<file path="src/design/boc_pkg.sv">
// Shared constants and types for the box overlap classifier.
`default_nettype none

package boc_pkg;

   localparam int COORD_BITS_DEFAULT = 12;
   localparam int FRAC_BITS          = 16;
   localparam int OV_BITS            = FRAC_BITS + 1;
   localparam int CSR_DATA_BITS      = OV_BITS;
   localparam int CSR_INDEX_BITS     = 3;
   localparam int QUEUE_DEPTH        = 8;

   localparam logic [OV_BITS-1:0] ONE_FRAC             = OV_BITS'(65536);
   localparam logic [OV_BITS-1:0] GOOD_THRESHOLD_RESET = OV_BITS'(39322);
   localparam logic [OV_BITS-1:0] BAD_THRESHOLD_RESET  = OV_BITS'(13107);

   typedef enum logic [CSR_INDEX_BITS-1:0] {
      CSR_REF_LEFT       = 3'd0,
      CSR_REF_TOP        = 3'd1,
      CSR_REF_WIDTH      = 3'd2,
      CSR_REF_HEIGHT     = 3'd3,
      CSR_GOOD_THRESHOLD = 3'd4,
      CSR_BAD_THRESHOLD  = 3'd5
   } csr_index_type;

   typedef enum logic [1:0] {
      BK_IDLE,
      BK_DIVIDE,
      BK_WAIT
   } back_state_type;

endpackage

`default_nettype wire

</file>
<file path="src/design/boc_front.sv">
// Front end: box edges, intersection and union areas in a four-stage pipeline.
`default_nettype none

module boc_front #(
   parameter int COORD_BITS = 12
) (
   input  wire logic                      clock,
   input  wire logic                      reset,
   input  wire logic                      in_valid,
   input  wire logic [COORD_BITS-1:0]     box_left,
   input  wire logic [COORD_BITS-1:0]     box_top,
   input  wire logic [COORD_BITS-1:0]     box_width,
   input  wire logic [COORD_BITS-1:0]     box_height,
   input  wire logic                      first_box,
   input  wire logic [COORD_BITS-1:0]     ref_left,
   input  wire logic [COORD_BITS-1:0]     ref_top,
   input  wire logic [COORD_BITS-1:0]     ref_width,
   input  wire logic [COORD_BITS-1:0]     ref_height,
   output logic                           out_valid,
   output logic [COORD_BITS-1:0]          out_left,
   output logic [COORD_BITS-1:0]          out_top,
   output logic [COORD_BITS-1:0]          out_width,
   output logic [COORD_BITS-1:0]          out_height,
   output logic                           out_first,
   output logic [2*COORD_BITS-1:0]        out_inter,
   output logic [2*COORD_BITS:0]          out_union
);

   localparam int EB = COORD_BITS + 1;
   localparam int AB = 2 * COORD_BITS;

   // stage 1: far edges
   logic                  v1_ff;
   logic [COORD_BITS-1:0] l1_ff, t1_ff, w1_ff, h1_ff;
   logic                  f1_ff;
   logic [EB-1:0]         rr_ff, rb_ff, br_ff, bb_ff;

   // stage 2: overlap extent
   logic                  v2_ff;
   logic [COORD_BITS-1:0] l2_ff, t2_ff, w2_ff, h2_ff;
   logic                  f2_ff;
   logic [COORD_BITS-1:0] cols_ff, rows_ff;
   logic [COORD_BITS-1:0] cols_in, rows_in;

   // stage 3: areas
   logic                  v3_ff;
   logic [COORD_BITS-1:0] l3_ff, t3_ff, w3_ff, h3_ff;
   logic                  f3_ff;
   logic [AB-1:0]         inter3_ff, area_ref_ff, area_box_ff;

   // stage 4: union
   logic                  v4_ff;
   logic [COORD_BITS-1:0] l4_ff, t4_ff, w4_ff, h4_ff;
   logic                  f4_ff;
   logic [AB-1:0]         inter4_ff;
   logic [AB:0]           union4_ff;

   logic                  sep;
   logic [EB-1:0]         x_lo, x_hi, y_lo, y_hi;
   logic [EB-1:0]         ref_left_x, ref_top_x;

   always_comb begin
      ref_left_x = {1'b0, ref_left};
      ref_top_x  = {1'b0, ref_top};
   end

   always_comb begin
      sep  = (ref_left_x > br_ff) || (ref_top_x > bb_ff) ||
             (rr_ff < {1'b0, l1_ff}) || (rb_ff < {1'b0, t1_ff});
      x_hi = (rr_ff < br_ff) ? rr_ff : br_ff;
      x_lo = (ref_left_x > {1'b0, l1_ff}) ? ref_left_x : {1'b0, l1_ff};
      y_hi = (rb_ff < bb_ff) ? rb_ff : bb_ff;
      y_lo = (ref_top_x > {1'b0, t1_ff}) ? ref_top_x : {1'b0, t1_ff};
      cols_in = '0;
      rows_in = '0;
      if (!sep) begin
         cols_in = COORD_BITS'(x_hi - x_lo);
         rows_in = COORD_BITS'(y_hi - y_lo);
      end
   end

   always_ff @(posedge clock) begin
      if (reset) begin
         v1_ff <= 1'b0;
         v2_ff <= 1'b0;
         v3_ff <= 1'b0;
         v4_ff <= 1'b0;
      end else begin
         v1_ff <= in_valid;
         v2_ff <= v1_ff;
         v3_ff <= v2_ff;
         v4_ff <= v3_ff;
      end
   end

   always_ff @(posedge clock) begin
      l1_ff <= box_left;
      t1_ff <= box_top;
      w1_ff <= box_width;
      h1_ff <= box_height;
      f1_ff <= first_box;
      rr_ff <= {1'b0, ref_left} + {1'b0, ref_width};
      rb_ff <= {1'b0, ref_top} + {1'b0, ref_height};
      br_ff <= {1'b0, box_left} + {1'b0, box_width};
      bb_ff <= {1'b0, box_top} + {1'b0, box_height};

      l2_ff   <= l1_ff;
      t2_ff   <= t1_ff;
      w2_ff   <= w1_ff;
      h2_ff   <= h1_ff;
      f2_ff   <= f1_ff;
      cols_ff <= cols_in;
      rows_ff <= rows_in;

      l3_ff       <= l2_ff;
      t3_ff       <= t2_ff;
      w3_ff       <= w2_ff;
      h3_ff       <= h2_ff;
      f3_ff       <= f2_ff;
      inter3_ff   <= AB'(cols_ff) * AB'(rows_ff);
      area_ref_ff <= AB'(ref_width) * AB'(ref_height);
      area_box_ff <= AB'(w2_ff) * AB'(h2_ff);

      l4_ff     <= l3_ff;
      t4_ff     <= t3_ff;
      w4_ff     <= w3_ff;
      h4_ff     <= h3_ff;
      f4_ff     <= f3_ff;
      inter4_ff <= inter3_ff;
      // intersection never exceeds either area, so this cannot go negative
      union4_ff <= {1'b0, area_ref_ff} + {1'b0, area_box_ff} - {1'b0, inter3_ff};
   end

   assign out_valid  = v4_ff;
   assign out_left   = l4_ff;
   assign out_top    = t4_ff;
   assign out_width  = w4_ff;
   assign out_height = h4_ff;
   assign out_first  = f4_ff;
   assign out_inter  = inter4_ff;
   assign out_union  = union4_ff;

endmodule

`default_nettype wire

</file>
<file path="src/design/boc_queue.sv">
// Small register FIFO between the front end and the divider back end.
`default_nettype none

module boc_queue #(
   parameter int WIDTH = 8,
   parameter int DEPTH = 8
) (
   input  wire logic             clock,
   input  wire logic             reset,
   input  wire logic             push,
   input  wire logic [WIDTH-1:0] push_data,
   input  wire logic             pop,
   output logic                  not_empty,
   output logic [WIDTH-1:0]      head_data
);

   localparam int AW = (DEPTH > 1) ? $clog2(DEPTH) : 1;
   localparam int CW = $clog2(DEPTH + 1);
   localparam logic [AW-1:0] LAST = AW'(DEPTH - 1);

   logic [WIDTH-1:0] entry_ff [DEPTH];
   logic [AW-1:0]    head_ff, head_in, tail_ff, tail_in;
   logic [CW-1:0]    count_ff, count_in;
   logic             do_pop;

   always_comb begin
      do_pop   = pop && (count_ff != '0);
      head_in  = head_ff;
      tail_in  = tail_ff;
      count_in = count_ff;
      if (push) begin
         tail_in = (tail_ff == LAST) ? '0 : tail_ff + 1'b1;
      end
      if (do_pop) begin
         head_in = (head_ff == LAST) ? '0 : head_ff + 1'b1;
      end
      if (push && !do_pop) begin
         count_in = count_ff + 1'b1;
      end else if (!push && do_pop) begin
         count_in = count_ff - 1'b1;
      end
   end

   always_ff @(posedge clock) begin
      if (reset) begin
         head_ff  <= '0;
         tail_ff  <= '0;
         count_ff <= '0;
      end else begin
         head_ff  <= head_in;
         tail_ff  <= tail_in;
         count_ff <= count_in;
      end
   end

   always_ff @(posedge clock) begin
      if (push) begin
         entry_ff[tail_ff] <= push_data;
      end
   end

   assign not_empty = (count_ff != '0);
   assign head_data = entry_ff[head_ff];

   // upstream credit counting must keep the FIFO from overrunning
   a_no_overrun: assert property (@(posedge clock) disable iff (reset)
      !(push && !do_pop && count_ff == CW'(DEPTH)))
      else $error("queue overrun");

   a_count_bound: assert property (@(posedge clock) disable iff (reset)
      count_ff <= CW'(DEPTH))
      else $error("queue count out of range");

   a_empty_pointers: assert property (@(posedge clock) disable iff (reset)
      (count_ff == '0) |-> (head_ff == tail_ff))
      else $error("empty queue with pointers apart");

endmodule

`default_nettype wire

</file>
<file path="src/design/boc_back.sv">
// Back end: bit-serial overlap divide, thresholds, running best and result register.
`default_nettype none

module boc_back #(
   parameter int COORD_BITS = 12
) (
   input  wire logic                          clock,
   input  wire logic                          reset,
   input  wire logic                          q_not_empty,
   input  wire logic [COORD_BITS-1:0]         q_left,
   input  wire logic [COORD_BITS-1:0]         q_top,
   input  wire logic [COORD_BITS-1:0]         q_width,
   input  wire logic [COORD_BITS-1:0]         q_height,
   input  wire logic                          q_first,
   input  wire logic [2*COORD_BITS-1:0]       q_inter,
   input  wire logic [2*COORD_BITS:0]         q_union,
   output logic                               q_pop,
   input  wire logic [boc_pkg::OV_BITS-1:0]   good_threshold,
   input  wire logic [boc_pkg::OV_BITS-1:0]   bad_threshold,
   output logic                               rsp_empty,
   input  wire logic                          rsp_pop,
   output logic [boc_pkg::OV_BITS-1:0]        rsp_overlap_frac,
   output logic                               rsp_is_good,
   output logic                               rsp_is_bad,
   output logic                               rsp_became_best,
   output logic [COORD_BITS-1:0]              rsp_best_left,
   output logic [COORD_BITS-1:0]              rsp_best_top,
   output logic [COORD_BITS-1:0]              rsp_best_width,
   output logic [COORD_BITS-1:0]              rsp_best_height
);

   import boc_pkg::*;

   localparam int DW = 2 * COORD_BITS + 1;
   localparam int RW = DW + 1;
   localparam int SB = $clog2(OV_BITS);

   back_state_type        state_ff, state_in;
   logic [RW-1:0]         rem_ff, rem_in;
   logic [DW-1:0]         div_ff;
   logic [OV_BITS-1:0]    quo_ff, quo_in;
   logic [SB-1:0]         step_ff, step_in;
   logic                  zero_ff;
   logic [COORD_BITS-1:0] l_ff, t_ff, w_ff, h_ff;
   logic                  first_ff;
   logic                  load;

   logic [OV_BITS-1:0]    best_ov_ff, best_ov_in;
   logic [COORD_BITS-1:0] best_l_ff, best_l_in, best_t_ff, best_t_in;
   logic [COORD_BITS-1:0] best_w_ff, best_w_in, best_h_ff, best_h_in;

   logic                  out_valid_ff, out_valid_in;
   logic [OV_BITS-1:0]    out_ov_ff;
   logic                  out_good_ff, out_bad_ff, out_best_ff;
   logic                  retire;

   logic                  ge;
   logic [RW-1:0]         diff;
   logic [OV_BITS-1:0]    ov, base_ov;
   logic                  good, bad, became;

   always_comb begin
      ge   = rem_ff >= {1'b0, div_ff};
      diff = ge ? rem_ff - {1'b0, div_ff} : rem_ff;

      ov      = zero_ff ? '0 : quo_ff;
      base_ov = first_ff ? '0 : best_ov_ff;
      good    = ov > good_threshold;
      bad     = !good && (ov < bad_threshold);
      became  = ov > base_ov;

      state_in = state_ff;
      rem_in   = rem_ff;
      quo_in   = quo_ff;
      step_in  = step_ff;
      q_pop    = 1'b0;
      load     = 1'b0;
      retire   = 1'b0;

      case (state_ff)
         BK_IDLE: begin
            if (q_not_empty) begin
               q_pop    = 1'b1;
               load     = 1'b1;
               rem_in   = RW'(q_inter);
               quo_in   = '0;
               step_in  = SB'(OV_BITS - 1);
               state_in = BK_DIVIDE;
            end
         end
         BK_DIVIDE: begin
            // one quotient bit per cycle, most significant first
            quo_in  = {quo_ff[OV_BITS-2:0], ge};
            rem_in  = {diff[RW-2:0], 1'b0};
            step_in = step_ff - 1'b1;
            if (step_ff == '0) begin
               state_in = BK_WAIT;
            end
         end
         BK_WAIT: begin
            if (!out_valid_ff || rsp_pop) begin
               retire   = 1'b1;
               state_in = BK_IDLE;
            end
         end
         default: begin
            state_in = BK_IDLE;
         end
      endcase

      best_ov_in = best_ov_ff;
      best_l_in  = best_l_ff;
      best_t_in  = best_t_ff;
      best_w_in  = best_w_ff;
      best_h_in  = best_h_ff;
      if (retire) begin
         if (became) begin
            best_ov_in = ov;
            best_l_in  = l_ff;
            best_t_in  = t_ff;
            best_w_in  = w_ff;
            best_h_in  = h_ff;
         end else if (first_ff) begin
            best_ov_in = '0;
            best_l_in  = '0;
            best_t_in  = '0;
            best_w_in  = '0;
            best_h_in  = '0;
         end
      end

      out_valid_in = out_valid_ff;
      if (rsp_pop) begin
         out_valid_in = 1'b0;
      end
      if (retire) begin
         out_valid_in = 1'b1;
      end
   end

   always_ff @(posedge clock) begin
      if (reset) begin
         state_ff     <= BK_IDLE;
         step_ff      <= '0;
         out_valid_ff <= 1'b0;
         best_ov_ff   <= '0;
         best_l_ff    <= '0;
         best_t_ff    <= '0;
         best_w_ff    <= '0;
         best_h_ff    <= '0;
      end else begin
         state_ff     <= state_in;
         step_ff      <= step_in;
         out_valid_ff <= out_valid_in;
         best_ov_ff   <= best_ov_in;
         best_l_ff    <= best_l_in;
         best_t_ff    <= best_t_in;
         best_w_ff    <= best_w_in;
         best_h_ff    <= best_h_in;
      end
   end

   always_ff @(posedge clock) begin
      rem_ff <= rem_in;
      quo_ff <= quo_in;
      if (load) begin
         div_ff   <= q_union;
         zero_ff  <= (q_union == '0);
         l_ff     <= q_left;
         t_ff     <= q_top;
         w_ff     <= q_width;
         h_ff     <= q_height;
         first_ff <= q_first;
      end
      if (retire) begin
         out_ov_ff   <= ov;
         out_good_ff <= good;
         out_bad_ff  <= bad;
         out_best_ff <= became;
      end
   end

   assign rsp_empty        = !out_valid_ff;
   assign rsp_overlap_frac = out_ov_ff;
   assign rsp_is_good      = out_good_ff;
   assign rsp_is_bad       = out_bad_ff;
   assign rsp_became_best  = out_best_ff;
   assign rsp_best_left    = best_l_ff;
   assign rsp_best_top     = best_t_ff;
   assign rsp_best_width   = best_w_ff;
   assign rsp_best_height  = best_h_ff;

   a_ov_bound: assert property (@(posedge clock) disable iff (reset)
      out_valid_ff |-> out_ov_ff <= ONE_FRAC)
      else $error("overlap above one");

   a_best_nonzero: assert property (@(posedge clock) disable iff (reset)
      (out_valid_ff && out_best_ff) |-> out_ov_ff != '0)
      else $error("zero overlap became best");

   a_best_box_consistent: assert property (@(posedge clock) disable iff (reset)
      (best_ov_ff == '0) == (best_w_ff == '0))
      else $error("best record and best box disagree");

   a_rem_bound: assert property (@(posedge clock) disable iff (reset)
      (state_ff == BK_DIVIDE) |-> rem_ff <= {div_ff, 1'b0})
      else $error("divider remainder out of range");

endmodule

`default_nettype wire

</file>
<file path="src/design/box_overlap_classifier.sv">
// Top level: register file, credit count, front end, queue and back end.
// An accepted request passes the four front stages, a queue write, a divider load,
// the bit-serial divide and a retire before its response; a stall holds it longer.
// The divider takes a new transaction only after it has retired the last one.
// Up to QUEUE_DEPTH requests are taken ahead of the divider.
// Reset (synchronous, active high) empties both sides, clears the running best
// and loads the register defaults.
`default_nettype none

module box_overlap_classifier #(
   parameter int COORD_BITS = boc_pkg::COORD_BITS_DEFAULT
) (
   input  wire logic                                clock,
   input  wire logic                                reset,
   input  wire logic                                req_push,
   output logic                                     req_full,
   input  wire logic [COORD_BITS-1:0]               req_box_left,
   input  wire logic [COORD_BITS-1:0]               req_box_top,
   input  wire logic [COORD_BITS-1:0]               req_box_width,
   input  wire logic [COORD_BITS-1:0]               req_box_height,
   input  wire logic                                req_first_box,
   output logic                                     rsp_empty,
   input  wire logic                                rsp_pop,
   output logic [boc_pkg::OV_BITS-1:0]              rsp_overlap_frac,
   output logic                                     rsp_is_good,
   output logic                                     rsp_is_bad,
   output logic                                     rsp_became_best,
   output logic [COORD_BITS-1:0]                    rsp_best_left,
   output logic [COORD_BITS-1:0]                    rsp_best_top,
   output logic [COORD_BITS-1:0]                    rsp_best_width,
   output logic [COORD_BITS-1:0]                    rsp_best_height,
   input  wire logic                                csr_wr_en,
   input  wire logic [boc_pkg::CSR_INDEX_BITS-1:0]  csr_index,
   input  wire logic [boc_pkg::CSR_DATA_BITS-1:0]   csr_data
);

   import boc_pkg::*;

   localparam int C  = COORD_BITS;
   localparam int QW = 8 * C + 2;
   localparam int OW = $clog2(QUEUE_DEPTH + 1);

   logic [C-1:0]       ref_left_ff, ref_top_ff, ref_width_ff, ref_height_ff;
   logic [OV_BITS-1:0] good_thr_ff, bad_thr_ff;
   logic [OW-1:0]      occ_ff, occ_in;
   logic               accept;

   logic               f_valid;
   logic [C-1:0]       f_left, f_top, f_width, f_height;
   logic               f_first;
   logic [2*C-1:0]     f_inter;
   logic [2*C:0]       f_union;

   logic               q_not_empty, q_pop;
   logic [QW-1:0]      q_head;

   always_ff @(posedge clock) begin
      if (reset) begin
         ref_left_ff   <= '0;
         ref_top_ff    <= '0;
         ref_width_ff  <= C'(1);
         ref_height_ff <= C'(1);
         good_thr_ff   <= GOOD_THRESHOLD_RESET;
         bad_thr_ff    <= BAD_THRESHOLD_RESET;
      end else if (csr_wr_en) begin
         case (csr_index)
            CSR_REF_LEFT:       ref_left_ff   <= csr_data[C-1:0];
            CSR_REF_TOP:        ref_top_ff    <= csr_data[C-1:0];
            CSR_REF_WIDTH:      ref_width_ff  <= csr_data[C-1:0];
            CSR_REF_HEIGHT:     ref_height_ff <= csr_data[C-1:0];
            CSR_GOOD_THRESHOLD: good_thr_ff   <= csr_data[OV_BITS-1:0];
            CSR_BAD_THRESHOLD:  bad_thr_ff    <= csr_data[OV_BITS-1:0];
            default: ;
         endcase
      end
   end

   // credits cover items in the front pipeline plus items in the queue
   always_comb begin
      accept = req_push && !req_full;
      occ_in = occ_ff;
      if (accept && !q_pop) begin
         occ_in = occ_ff + 1'b1;
      end else if (!accept && q_pop) begin
         occ_in = occ_ff - 1'b1;
      end
   end

   always_ff @(posedge clock) begin
      if (reset) begin
         occ_ff <= '0;
      end else begin
         occ_ff <= occ_in;
      end
   end

   assign req_full = (occ_ff == OW'(QUEUE_DEPTH));

   boc_front #(
      .COORD_BITS (C)
   ) u_front (
      .clock      (clock),
      .reset      (reset),
      .in_valid   (accept),
      .box_left   (req_box_left),
      .box_top    (req_box_top),
      .box_width  (req_box_width),
      .box_height (req_box_height),
      .first_box  (req_first_box),
      .ref_left   (ref_left_ff),
      .ref_top    (ref_top_ff),
      .ref_width  (ref_width_ff),
      .ref_height (ref_height_ff),
      .out_valid  (f_valid),
      .out_left   (f_left),
      .out_top    (f_top),
      .out_width  (f_width),
      .out_height (f_height),
      .out_first  (f_first),
      .out_inter  (f_inter),
      .out_union  (f_union)
   );

   boc_queue #(
      .WIDTH (QW),
      .DEPTH (QUEUE_DEPTH)
   ) u_queue (
      .clock     (clock),
      .reset     (reset),
      .push      (f_valid),
      .push_data ({f_left, f_top, f_width, f_height, f_first, f_inter, f_union}),
      .pop       (q_pop),
      .not_empty (q_not_empty),
      .head_data (q_head)
   );

   boc_back #(
      .COORD_BITS (C)
   ) u_back (
      .clock            (clock),
      .reset            (reset),
      .q_not_empty      (q_not_empty),
      .q_left           (q_head[8*C+1:7*C+2]),
      .q_top            (q_head[7*C+1:6*C+2]),
      .q_width          (q_head[6*C+1:5*C+2]),
      .q_height         (q_head[5*C+1:4*C+2]),
      .q_first          (q_head[4*C+1]),
      .q_inter          (q_head[4*C:2*C+1]),
      .q_union          (q_head[2*C:0]),
      .q_pop            (q_pop),
      .good_threshold   (good_thr_ff),
      .bad_threshold    (bad_thr_ff),
      .rsp_empty        (rsp_empty),
      .rsp_pop          (rsp_pop),
      .rsp_overlap_frac (rsp_overlap_frac),
      .rsp_is_good      (rsp_is_good),
      .rsp_is_bad       (rsp_is_bad),
      .rsp_became_best  (rsp_became_best),
      .rsp_best_left    (rsp_best_left),
      .rsp_best_top     (rsp_best_top),
      .rsp_best_width   (rsp_best_width),
      .rsp_best_height  (rsp_best_height)
   );

   a_occ_bound: assert property (@(posedge clock) disable iff (reset)
      occ_ff <= OW'(QUEUE_DEPTH))
      else $error("credit count out of range");

   a_pop_has_credit: assert property (@(posedge clock) disable iff (reset)
      q_pop |-> occ_ff != '0)
      else $error("queue pop without a credit");

   a_back_queue: assert property (@(posedge clock) disable iff (reset)
      q_pop |-> q_not_empty)
      else $error("pop from empty queue");

endmodule

`default_nettype wire
</file>
<file path="config.mk">
export PLATFORM = sky130hd
export DESIGN_NAME = box_overlap_classifier
export DESIGN_NICKNAME = d
export VERILOG_FILES = /design/src/design/boc_pkg.sv /design/src/design/boc_front.sv /design/src/design/boc_queue.sv /design/src/design/boc_back.sv /design/src/design/box_overlap_classifier.sv
export SDC_FILE = /design/constraint.sdc
export NUM_CORES = 2
export LEC_CHECK = 0
export ABC_AREA = 1
export BUFFER_PORTS_ARGS = -buffer_cell sky130_fd_sc_hd__buf_4
export CORE_MARGIN = 2
export CORE_UTILIZATION = 55
export DETAILED_ROUTE_END_ITERATION = 8
export GPL_TIMING_DRIVEN = 0
export PLACE_DENSITY = 0.85
export SYNTH_ARGS = -nofsm -noshare
export SYNTH_HDL_FRONTEND = slang
export SYNTH_SLANG_ARGS = --single-unit
</file>
<file path="constraint.sdc">
create_clock -name clock -period 8 [get_ports clock]
set_clock_uncertainty 0.1 [all_clocks]
set_input_delay 1.6 -clock clock [delete_from_list [all_inputs] [get_ports clock]]
set_output_delay 1.6 -clock clock [all_outputs]
set_load 0.03 [all_outputs]
</file>
==> implementation parameters <==
Parameter                              Value

Final layout
  Final instance area ... about 84000 um2
  Sequential standard cell area ... ~39000 um2
  Area grow syn2layout ... 12.08%
  Area occupied by multi-input gates ... 30600 um2
  Most used cells in the layout excluding fill and tap cells ... nand2_1, inv_1, nor2_1
  Fraction of final layout cells sized beyond drive strength 1 ... between 6 and 7%
  Non-filler instance count after layout ... around 10000
  Final net count ... around 8800
  Fill cell total of the finished layout ... 9927
  Most common library cell in the layout ignoring fill and taps ... nand2_1
  Layout Utilization ... 62.05%

Placement
  Global placer's final weighted congestion ... between 0.9 and 1
  Worst setup slack after placement ... 2.260 ns
  # port buffers ... about 140
  HPWL Detailed ... 161400 um
  Placed cell area ... a little under 80000 um2
  Placed insts ... 9520

Critical path
  Worst setup SP type ... flip-flop
  CP Class ... flip-flop to flip-flop
  CP cell instances ... clkbuf_1 -> nand2_1 -> fa_1 -> inv_1 -> fa_1 -> fa_1 -> fa_1 -> inv_1 -> fa_1 -> inv_1 -> ha_1 -> inv_1 -> o21ai_0 -> nor2_1 -> nand2_1 -> a31oi_1 -> o21ai_0 -> xor2_1
  Largest fanout on the critical path ... 10
  Signal arrival time at the worst endpoint ... 6.46 ns
  Slowest-stage cell, CP ... fa_1
  Required time of the critical path ... 8.56 ns
  Largest stage delay on the critical path ... about 0.59 ns
  Most frequent cell on the critical path ... fa_1
  Element type at the critical path end ... flip-flop

Drt
  Avg WL per Cell ... 22.96 um
  Number of DRC markers after the initial detailed-route iteration ... 8649
  DRT Wirelength ... between 200000 and 250000 um
  Detailed-routing iteration count for the pre-antenna-repair pass ... 9
  Via total after detailed routing ... about 59000
  Via density per instance ... 5.971
  Drt drc ... 63
  Post-route antenna net violation count ... 0

Synthesis
  Top cell type by total area after synthesis ... edfxtp_1
  Async SR Flop Fraction ... 0%
  Main area contributors after synthesis ... edfxtp_1, dfxtp_1, fa_1
  Synth Warn # ... 0
  Number of unique standard cell types used by synthesis ... 52
  Sequential area share after synthesis ... 52.10%
  Post-synthesis cell count ... between 7000 and 8000
  Number of synthesized flops with an enable pin ... approximately 920
  Fraction of post-synthesis cell area in the top cell type by area ... between 30% and 40%
  Predominant post-synthesis flop cell ... edfxtp_1
  Cell area after synthesis ... around 75000 um2
  Syn avg cell area ... about 10 um2
  Post-Synthesis Net Count ... roughly 8400
  Number of flip-flops and latches in the synthesized netlist ... 1491

Global route
  Number of global-route vias before repair ... ~58000
  Total overflow reported by the global router ... 0
  Wire length of the first global-routing pass ... 336900 um
  All-Layer GR Usage ... a little under a third
  Number of antenna violations at the first check in global routing ... 18
  Largest net degree at the start of global routing ... 34

Die
  Area of the die ... between 100000 and 150000 um2
  Initial Util ... roughly 55%
  Die span in y ... 373.3 um
  Area of the core region ... ~140000 um2
  Number of top-level design ports ... 144
  Horizontal die dimension ... between 300 and 400 um
  Number of placement rows ... around 140

Run status
  Status ... finished with violations
  Violated checks ... design-rule violations, max-capacitance violations, max-slew violations

Clock tree
  Total of hold buffers inserted after clock tree synthesis ... 0
  Cell at the root of the clock tree ... clkbuf_16
  Post-cts sizing count ... 0
  CTS clk-pin slew, worst paths ... ~0.07 ns
  CTS tree ... built
  Maximum clock path buffer count ... 3
  Number of sinks on the clock net ... 1491
  Number of clock buffers inserted by TritonCTS ... ~140
  Insertion delay of the later-clocked pin in the worst-skew pair ... ~0.83 ns
  Post-CTS Setup Inserts ... 0
  CTS HTree Levels ... 4

Timing
  Final period demand of the worst path ... just under 6 ns
  Max-slew headroom at the worst pin ... -10.64%
  Number of setup violations in the final report ... 0
  Count of endpoints failing hold in the final timing report ... 0
  Number of max-slew violations in the final report ... 25
  Unrepaired setup endpoints after global routing ... no
  Actual slew at the worst max-slew pin ... between 1.5 and 2 ns
  Final worst-path setup slack ... approximately 2.1 ns
  Worst hold slack across all endpoints ... ~0.22 ns
  Post-route setup TNS ... 0 ns
  Highest clock frequency the design can meet ... 169.4 MHz
  Share of the clock period used by the worst path after layout ... between 70% and 80%

Power and ir drop
  Power per cell area ... around 330 nW/um2
  VDD IR max ... 0.0002341 V
  Static Leakage ... about 37 nW
  Power after layout ... approximately 28 mW

Flow run
  Count of maximum capacitance violations ... 5

Worst hold path
  Type of the most critical hold path ... flip-flop to flip-flop
[cells in the mapped netlist (47+ instances only)]
library cell     n
a21oi_1        348
a31oi_1         61
buf_2           52
clkbuf_1       205
dfxtp_1        569
edfxtp_1       922
fa_1           333
ha_1           462
inv_1         1087
nand2_1       1241
nand3_1        150
nand4_1         58
nor2_1         935
o211ai_1        47
o21ai_0        603
o22ai_1        120
xnor2_1         51
xor2_1          90
[registers in the layout, summed over array words and instances (netlist names), 13 cells and up, named ones only]
signal	count
bad_thr_ff	17
good_thr_ff	17
u_back.best_ov_ff	17
u_back.div_ff	25
u_back.quo_ff	17
u_back.rem_ff	26
u_back.rsp_overlap_frac	17
u_front.area_box_ff	24
u_front.area_ref_ff	24
u_front.bb_ff	13
u_front.br_ff	13
u_front.inter3_ff	24
u_front.out_inter	24
u_front.out_union	25
u_front.rb_ff	13
u_front.rr_ff	13
u_queue.entry_ff	784
[power by group]
group,internal [mW],total [mW],leakage [nW],switching (mW)
combinational,3.32,10.9,21.6,7.54
clock,3.79,6.95,2.34,3.15
sequential,9.28,9.83,13.0,0.559
[per-layer routing]
metal	global-route usage [%]	up-vias	share of wire, %
li1	-	25529	-
met1	39.14	27778	35
met2	49.88	4240	44
met3	9.753	935	14
met4	18.02	24	6.5
met5	0.7204	-	0.14
[cell type report]
| class | count | area share, % |
|---|---|---|
| Antenna cell | 9 | 0.02679 |
| Buffer | 296 | 1.553 |
| Clock buffer | 201 | 4.821 |
| Clock inverter | 69 | 0.9527 |
| Inverter | 1091 | 4.872 |
| Multi-Input combinational cell | 4682 | 36.41 |
| Sequential cell | 1491 | 46.49 |
| Tap cell | 1781 | 2.651 |
| Timing Repair Buffer | 179 | 2.224 |
[path summary, 6_finish.rpt]
kind	startpoint	to	cells after the start	slack [ns]
worst max-delay path	ref_height_ff[3]	u_front.area_ref_ff[23]	18	2.10
worst max register to register	ref_height_ff[3]	u_front.area_ref_ff[23]	18	2.10
worst min-delay path	u_front.l2_ff[6]	u_front.l3_ff[6]	0	0.22
worst min register to register	u_front.l2_ff[6]	u_front.l3_ff[6]	0	0.22
[worst max-delay path: cells and delay by family (launching register included)]
family                     cells  cell delay, ns
DFF                            1            0.52
and+or+nand+nor                3            0.38
AOI/OAI and AO/OA              3            0.71
buffers and inverters          5            0.75
xor gates and xnor gates       1            0.34
adders and majority gates      6            2.95
[cell families after synthesis]
group                    count (synthesis)  share of synthesized area, %
AO/OA/AOI/OAI                         1277                         9.314
AND/OR/NAND/NOR                       2469                         13.14
buffers and inverters                 1387                         7.199
adder cells (fa/ha/maj)                795                         16.60
XOR/XNOR                               141                         1.647
flip-flops                            1491                         52.10
Note: power is estimated with default switching activity, not from simulation.
